--- config.mk ---
export PLATFORM = sky130hd
export DESIGN_NAME = luc_div
export DESIGN_NICKNAME = d
export VERILOG_FILES = /design/src/rtl/luc_pkg.sv /design/src/rtl/luc_div.sv
export SDC_FILE = /design/constraint.sdc
export NUM_CORES = 2
export LEC_CHECK = 0
export BUFFER_PORTS_ARGS = -buffer_cell sky130_fd_sc_hd__buf_2
export CORE_MARGIN = 1
export CORE_UTILIZATION = 50
export CTS_CLUSTER_SIZE = 25
export DETAILED_ROUTE_END_ITERATION = 12
export PLACE_DENSITY = 0.68
export SLEW_MARGIN = 30
export SYNTH_ARGS = -nofsm -noshare
export SYNTH_HDL_FRONTEND = slang
export SYNTH_SLANG_ARGS = --single-unit
--- constraint.sdc ---
create_clock -name i_clk -period 16.45 [get_ports i_clk]
set_input_delay 4.935 -clock i_clk [delete_from_list [all_inputs] [get_ports i_clk]]
set_output_delay 4.935 -clock i_clk [all_outputs]
set_load 0.005 [all_outputs]
--- src/rtl/luc_pkg.sv ---
// luc_pkg: widths, register codes and fixed-point helpers for the lens undistortion map
// no dependencies; imported by every rtl file of the block

package luc_pkg;

    localparam int COL_W    = 10;
    localparam int ROW_W    = 9;
    localparam int FOC_W    = 20;
    localparam int COEF_W   = 32;
    localparam int IDX_W    = 3;

    localparam int DIV_STEPS = 4;
    localparam int DIV_STG   = 32 / DIV_STEPS;
    localparam int DIV_LAT   = DIV_STG + 2;
    localparam int NSTG      = DIV_LAT + 10;

    localparam logic [IDX_W-1:0] REG_K1 = 3'd0;
    localparam logic [IDX_W-1:0] REG_K2 = 3'd1;
    localparam logic [IDX_W-1:0] REG_P1 = 3'd2;
    localparam logic [IDX_W-1:0] REG_P2 = 3'd3;
    localparam logic [IDX_W-1:0] REG_FX = 3'd4;
    localparam logic [IDX_W-1:0] REG_FY = 3'd5;
    localparam logic [IDX_W-1:0] REG_CX = 3'd6;
    localparam logic [IDX_W-1:0] REG_CY = 3'd7;

    typedef logic signed [31:0] t_q28;
    typedef logic signed [47:0] t_acc;
    typedef logic signed [63:0] t_prod;

    localparam t_acc SAT_MAX = 48'sh0000_7fff_ffff;
    localparam t_acc SAT_MIN = 48'shffff_8000_0000;
    localparam t_acc ONE_Q28 = 48'sh0000_1000_0000;

    function automatic t_q28 sat32(input t_acc v);
        t_q28 r;
        if (v > SAT_MAX) begin
            r = 32'sh7fff_ffff;
        end else if (v < SAT_MIN) begin
            r = 32'sh8000_0000;
        end else begin
            r = 32'(v);
        end
        return r;
    endfunction

    function automatic t_acc shr28(input t_prod p);
        return 48'(p >>> 28);
    endfunction

    function automatic t_acc shr27(input t_prod p);
        return 48'(p >>> 27);
    endfunction

endpackage

--- src/rtl/luc_div.sv ---
// luc_div: pipelined restoring divider giving sat32((pix*256 - centre) * 2^28 / focal)
// depends on luc_pkg; stage enables come from the pipeline control of the top level

module luc_div import luc_pkg::*; (
    input  logic               i_clk,
    input  logic [DIV_LAT-1:0] i_en,
    input  logic [COL_W-1:0]   i_pix,
    input  logic [FOC_W-1:0]   i_centre,
    input  logic [FOC_W-1:0]   i_focal,
    output t_q28               o_q
);

    logic [FOC_W-1:0] r_rem [0:DIV_STG];
    logic [31:0]      r_q   [0:DIV_STG];
    logic [3:0]       r_lo  [0:DIV_STG];
    logic             r_neg [0:DIV_STG];
    logic             r_ovf [0:DIV_STG];
    t_q28             r_res;

    logic signed [21:0] w_d;
    logic [20:0]        w_mag;
    logic               w_ovf;

    // signed offset from the principal point and its magnitude
    always_comb begin
        w_d   = $signed({2'b0, i_pix, 8'b0}) - $signed({2'b0, i_centre});
        w_mag = w_d[21] ? 21'(-w_d) : w_d[20:0];
        w_ovf = {3'b0, w_mag} >= {i_focal, 4'b0};
    end

    always_ff @(posedge i_clk) begin
        if (i_en[0]) begin
            r_rem[0] <= FOC_W'(w_mag[20:4]);
            r_q[0]   <= '0;
            r_lo[0]  <= w_mag[3:0];
            r_neg[0] <= w_d[21];
            r_ovf[0] <= w_ovf;
        end
    end

    for (genvar s = 0; s < DIV_STG; s++) begin : g_stage
        logic [FOC_W-1:0] n_rem;
        logic [31:0]      n_q;

        always_comb begin
            logic [FOC_W:0] t;
            logic [31:0]    dlo;
            n_rem = r_rem[s];
            n_q   = r_q[s];
            dlo   = {r_lo[s], 28'b0};
            for (int j = 0; j < DIV_STEPS; j++) begin
                t = {n_rem, dlo[31 - DIV_STEPS*s - j]};
                if (t >= {1'b0, i_focal}) begin
                    t = t - {1'b0, i_focal};
                    n_q[31 - DIV_STEPS*s - j] = 1'b1;
                end
                n_rem = t[FOC_W-1:0];
            end
        end

        always_ff @(posedge i_clk) begin
            if (i_en[s+1]) begin
                r_rem[s+1] <= n_rem;
                r_q[s+1]   <= n_q;
                r_lo[s+1]  <= r_lo[s];
                r_neg[s+1] <= r_neg[s];
                r_ovf[s+1] <= r_ovf[s];
            end
        end
    end

    // sign and clamp to signed q3.28
    always_ff @(posedge i_clk) begin
        if (i_en[DIV_LAT-1]) begin
            if (r_neg[DIV_STG]) begin
                if (r_ovf[DIV_STG] || r_q[DIV_STG] > 32'h8000_0000) begin
                    r_res <= 32'sh8000_0000;
                end else begin
                    r_res <= -$signed(r_q[DIV_STG]);
                end
            end else begin
                if (r_ovf[DIV_STG] || r_q[DIV_STG][31]) begin
                    r_res <= 32'sh7fff_ffff;
                end else begin
                    r_res <= $signed(r_q[DIV_STG]);
                end
            end
        end
    end

    assign o_q = r_res;

endmodule

=== After elaboration in Yosys (flattened, before gate mapping) ===
Memory sizes are Yosys's and may differ from the RTL's.
Index checks and enable logic that the tools add are counted.

* Flip-flop bits (word level): 32
* Memory bits (writable): 522
* Input bits: 61
* Output and inout bits: 32
* Memories kept: 5

{| class="wikitable"
|+ Memory list
! name !! words !! bits a word !! rd ports !! clocked after Yosys merged registers in !! write ports !! line !! text
|-
| r_q || 9 || 32 || 9 || 0 || 9 || luc_div.sv:14 || <nowiki>logic [31:0] r_q [0:DIV_STG];</nowiki>
|-
| r_rem || 9 || 20 || 8 || 0 || 9 || luc_div.sv:13 || <nowiki>logic [FOC_W-1:0] r_rem [0:DIV_STG];</nowiki>
|-
| r_lo || 9 || 4 || 8 || 0 || 9 || luc_div.sv:15 || <nowiki>logic [3:0] r_lo [0:DIV_STG];</nowiki>
|-
| r_neg || 9 || 1 || 9 || 0 || 9 || luc_div.sv:16 || <nowiki>logic r_neg [0:DIV_STG];</nowiki>
|-
| r_ovf || 9 || 1 || 9 || 0 || 9 || luc_div.sv:17 || <nowiki>logic r_ovf [0:DIV_STG];</nowiki>
|}

* $add $sub $neg: 35
* Order comparisons: 34
* Mux-type cells: 86
* Reduce and logical (&&, ||, !) cells: 2

{| class="wikitable"
|+ Operators by type and width
! cell !! count
|-
| >= comparator 21 x 20 -> 1 bit || 32
|-
| 2-to-1 mux 20 bit || 32
|-
| subtractor 20 bit || 32
|-
| 2-to-1 mux 32 bit || 3
|-
| 2-to-1 mux 1 bit || 50
|-
| > comparator 32 bit (second input constant) || 1
|-
| negator 32 bit || 1
|-
| >= comparator 21 x 24 -> 1 bit || 1
|-
| 2-to-1 mux 21 bit || 1
|-
| negator 21 bit || 1
|-
| subtractor 18 x 20 -> 21 bit || 1
|-
| logical OR 1 bit || 2
|}

=== Depth between registers and ports, before layout ===
An unclocked memory read counts as a cell.

* Depth after elaboration: 9
* Depth in mapped cells: 53

=== Worst setup path before layout ===
Ideal clock, no wire load.

* Path type: input-to-reg
* Start: input i_focal[1]
* End: memory r_rem[2][3] (netlist: r_rem[0][43]) (data pin)
* Arrival time: 15.890 ns
* Setup slack: 0.300 ns
* Stages on the path: 47
* Buffers on the path: 6
* Path through: inv_1 -> ha_1 -> ha_1 -> and4_1 -> nand4_1 -> nor3_1 -> a2111oi_1 -> o21a_2 -> buf_1 -> o21ai_0 -> ha_1 -> inv_1 -> or3_1 -> o311ai_1 -> o21ai_1 -> o2bb2ai_1 -> nand2_1 -> a21oi_2 -> [11 not listed] -> a221oi_2 -> buf_4 -> inv_2 -> buf_6 -> mux2_1 -> ha_1 -> a21o_1 -> a21o_1 -> a21oi_1 -> nand2_1 -> a221o_1 -> a21oi_1 -> o21ai_0 -> o211ai_1 -> a21boi_0 -> a2111oi_2 -> buf_4 -> mux2_2

{| class="wikitable"
|+ RTL lines
! item !! line !! text
|-
| start, declared || luc_div.sv:9 || <nowiki>input logic [FOC_W-1:0] i_focal,</nowiki>
|-
| end, declared || luc_div.sv:13 ||
|}

==> summary.md <==
| Metric | Value |
|---|---|
| Die area | 99,100 um2 |
| Failing checks | design-rule violations |
| Chip width | 315 um |
| Gr usage total | 30.5% |
| Core Region | between 90,000 and 100,000 um2 |
| FF/Latch Area | 10,700 um2 |
| Largest net degree at the start of global routing | 51 |
| Synth async-reset ratio | 0% |
| CTS max path bufs | 3 |
| Global placer's final weighted congestion | 0.976 |
| Unrepaired setup endpoints after global routing | no |
| Distinct cells, synth | 105 |
| Via Count | 45,400 |
| Crit-path max FO | 20 |
| Area growth from synthesis to layout | 8.80% |
| Cell Area, Synth | between 40,000 and 50,000 um2 |
| Setup crit end kind | register |
| Buffers on Ports | 92 |
| Fill cells | 8,783 |
| Worst path bufs/invs | 7 |
| Fin. max-slew vios | 0 |
| Syn Area/Cell | 8.62 um2 |
| Overflow after GRT | 0 |
| DRC viols | 24 |
| Initial antenna violation count | 4 |
| Slew headroom | 38.4% |
| Crit path kind | primary input to register |
| CTS tree | yes |
| Clock sinks | 355 |
| Peak Freq | 63.1 MHz |
| Setup violations, final | 0 |
| Status | finished, violations left |
| Crit path max-delay family | compound AO/OA/AOI/OAI gates |
| Vias in the first global route | about 42,000 |
| Routed WL | around 160,000 um |
| Final setup TNS | 0 ns |
| Die Ht | 315 um |
| Worst-path clk slew | about 0.060 ns |
| Final-stage net count | 6,560 |
| Root Buffer | clkbuf_16 |
| Row cnt | 114 |
| Max incr delay on CP | 0.43 ns |
| Path category of the worst min-delay check | register to register |
| Ys flop type | edfxtp_1 |
| Commonest non-fill, non-tap cell in the layout | ha_1 |
| Clk_skew | 0.0380 ns |
| Final worst-path cycle share | a little over nine tenths |
| Final HPWL DP | 119,000 um |
| First-pass iteration count of the detailed router | 10 |
| Post-synth net total | 6,398 |
| Post-synth EDFFs | 355 |
| Syn Inst Count | 5,679 |
| Layout cells sized above 1 | between 10% and 20% |
| Hold Fails Final Rpt | 0 |
| H-Tree Depth | 2 |
| WL/cell | about 22 um |
| Flops & latches, synth | 355 |
| TritonCTS Buffers | 46 |
| Ports | 93 |
| Initial Utilization | between 50 and 60% |
| Fin crit period | 15.85 ns |
| YS warnings | 0 |
| Critical Path AT | ~16 ns |
| Latest clock arrival within the worst-skew pair | 0.61 ns |
| Max-cap check violation count | 0 |
| First-pass GRT wire length | 239,000 um |
| Detail Route Antenna Nets | 0 |
| 1st-iter DRT viols | 3,590 |
| Worst EP required | around 17 ns |
| Sequential cell area fraction in the yosys report | 21.8% |
| Multi-input gate area | around 37,000 um2 |
| Slowest-stage cell, CP | o31ai_1 |
| Most frequent cells in the layout | 647 x ha_1, 506 x a21oi_1, 412 x nor2_1 |
| Worst-Margin Slew | 0.918 ns |
| Vias per Instance | 6.35 |
| Worst setup SP type | primary input |
-- repair_timing --
item / CTS / global route
endpoints found under the setup margin: 0 / 54
setup buffers: 0 / 3
gates resized for setup: 0 / 6
hold buffers: 0 / 0
-- worst paths after layout --
kind	startpoint	endpoint	slack (ns)	cells past startpoint
worst max-delay path	i_focal[16]	r_rem[0][61]	0.60	42
worst min-delay path	r_q[0][221]	r_q[0][253]	0.41	0
worst max register to register	r_rem[0][130]	r_rem[0][151]	5.05	40
worst min register to register	r_q[0][221]	r_q[0][253]	0.41	0
-- registers in the layout (all words and copies together), names as in the netlist --
signal / count
r_q: 144
r_lo: 4
r_rem: 157
r_neg: 9
r_ovf: 9
o_q: 32
-- cells by family after synthesis --
logic type	after synthesis	share of synthesized area, %
compound gates	1830	24.7
simple gates	1584	15.9
fa+ha+maj	658	17.0
xor+xnor	499	8.93
mux	387	8.80
buf+inv	366	2.98
flops	355	21.8
-- area by class of cell --
cell class / instances / share of cell area (%)
Clock inverter: 28 / 0.524
Clock buffer: 53 / 2.25
Inverter: 245 / 1.73
Sequential cell: 355 / 20.0
Antenna cell: 1 / 0.00470
Timing Repair Buffer: 235 / 3.20
Multi-Input combinational cell: 4958 / 69.3
Tap cell: 1276 / 3.00
-- through the flow --
step                      utilization, %  hold slack [ns]  setup WS [ns]  cells  cell area (um2)
after floorplan                        -            0.400          0.300   5679            48900
after global placement              53.4            0.401          0.156   7065            51700
after detailed placement            53.4            0.405          0.111   7065            51700
after CTS                           54.9            0.406          0.728   7146            53200
after global routing                55.0            0.406         0.0162   7150            53300
final                               55.0            0.409          0.596   7151            53300
-- routing by layer --
layer / vias up / routed length (um) / global-route usage [%]
li1: 21900 / - / -
met1: 21500 / 69200 / 41.6
met2: 1619 / 69300 / 49.6
met3: 296 / 10800 / 3.31
met4: 2 / 6380 / 11.2
met5: - / 12 / 0
-- synthesized netlist by cell type, drive strengths merged (53+ instances only) --
cell type / n / area share [%]
a211oi: 61 / 1.0
a21o: 228 / 3.5
a21oi: 508 / 5.2
a31oi: 58 / 0.75
clkbuf: 69 / 0.53
edfxtp: 355 / 22
ha: 647 / 17
inv: 245 / 1.9
mux2: 345 / 7.9
nand2: 394 / 3.0
nand2b: 84 / 1.1
nand3: 112 / 1.1
nand4: 91 / 1.2
nor2: 414 / 3.2
nor2b: 79 / 1.0
nor3: 129 / 1.3
o21a: 115 / 1.8
o21ai: 364 / 3.7
o21bai: 83 / 1.3
o31ai: 53 / 0.88
or3: 64 / 0.82
xnor2: 342 / 6.1
xor2: 157 / 2.8
Power is left out: the tool's default activity adds up to more than one toggle a clock period on the data nets, which glitch-free logic cannot reach.
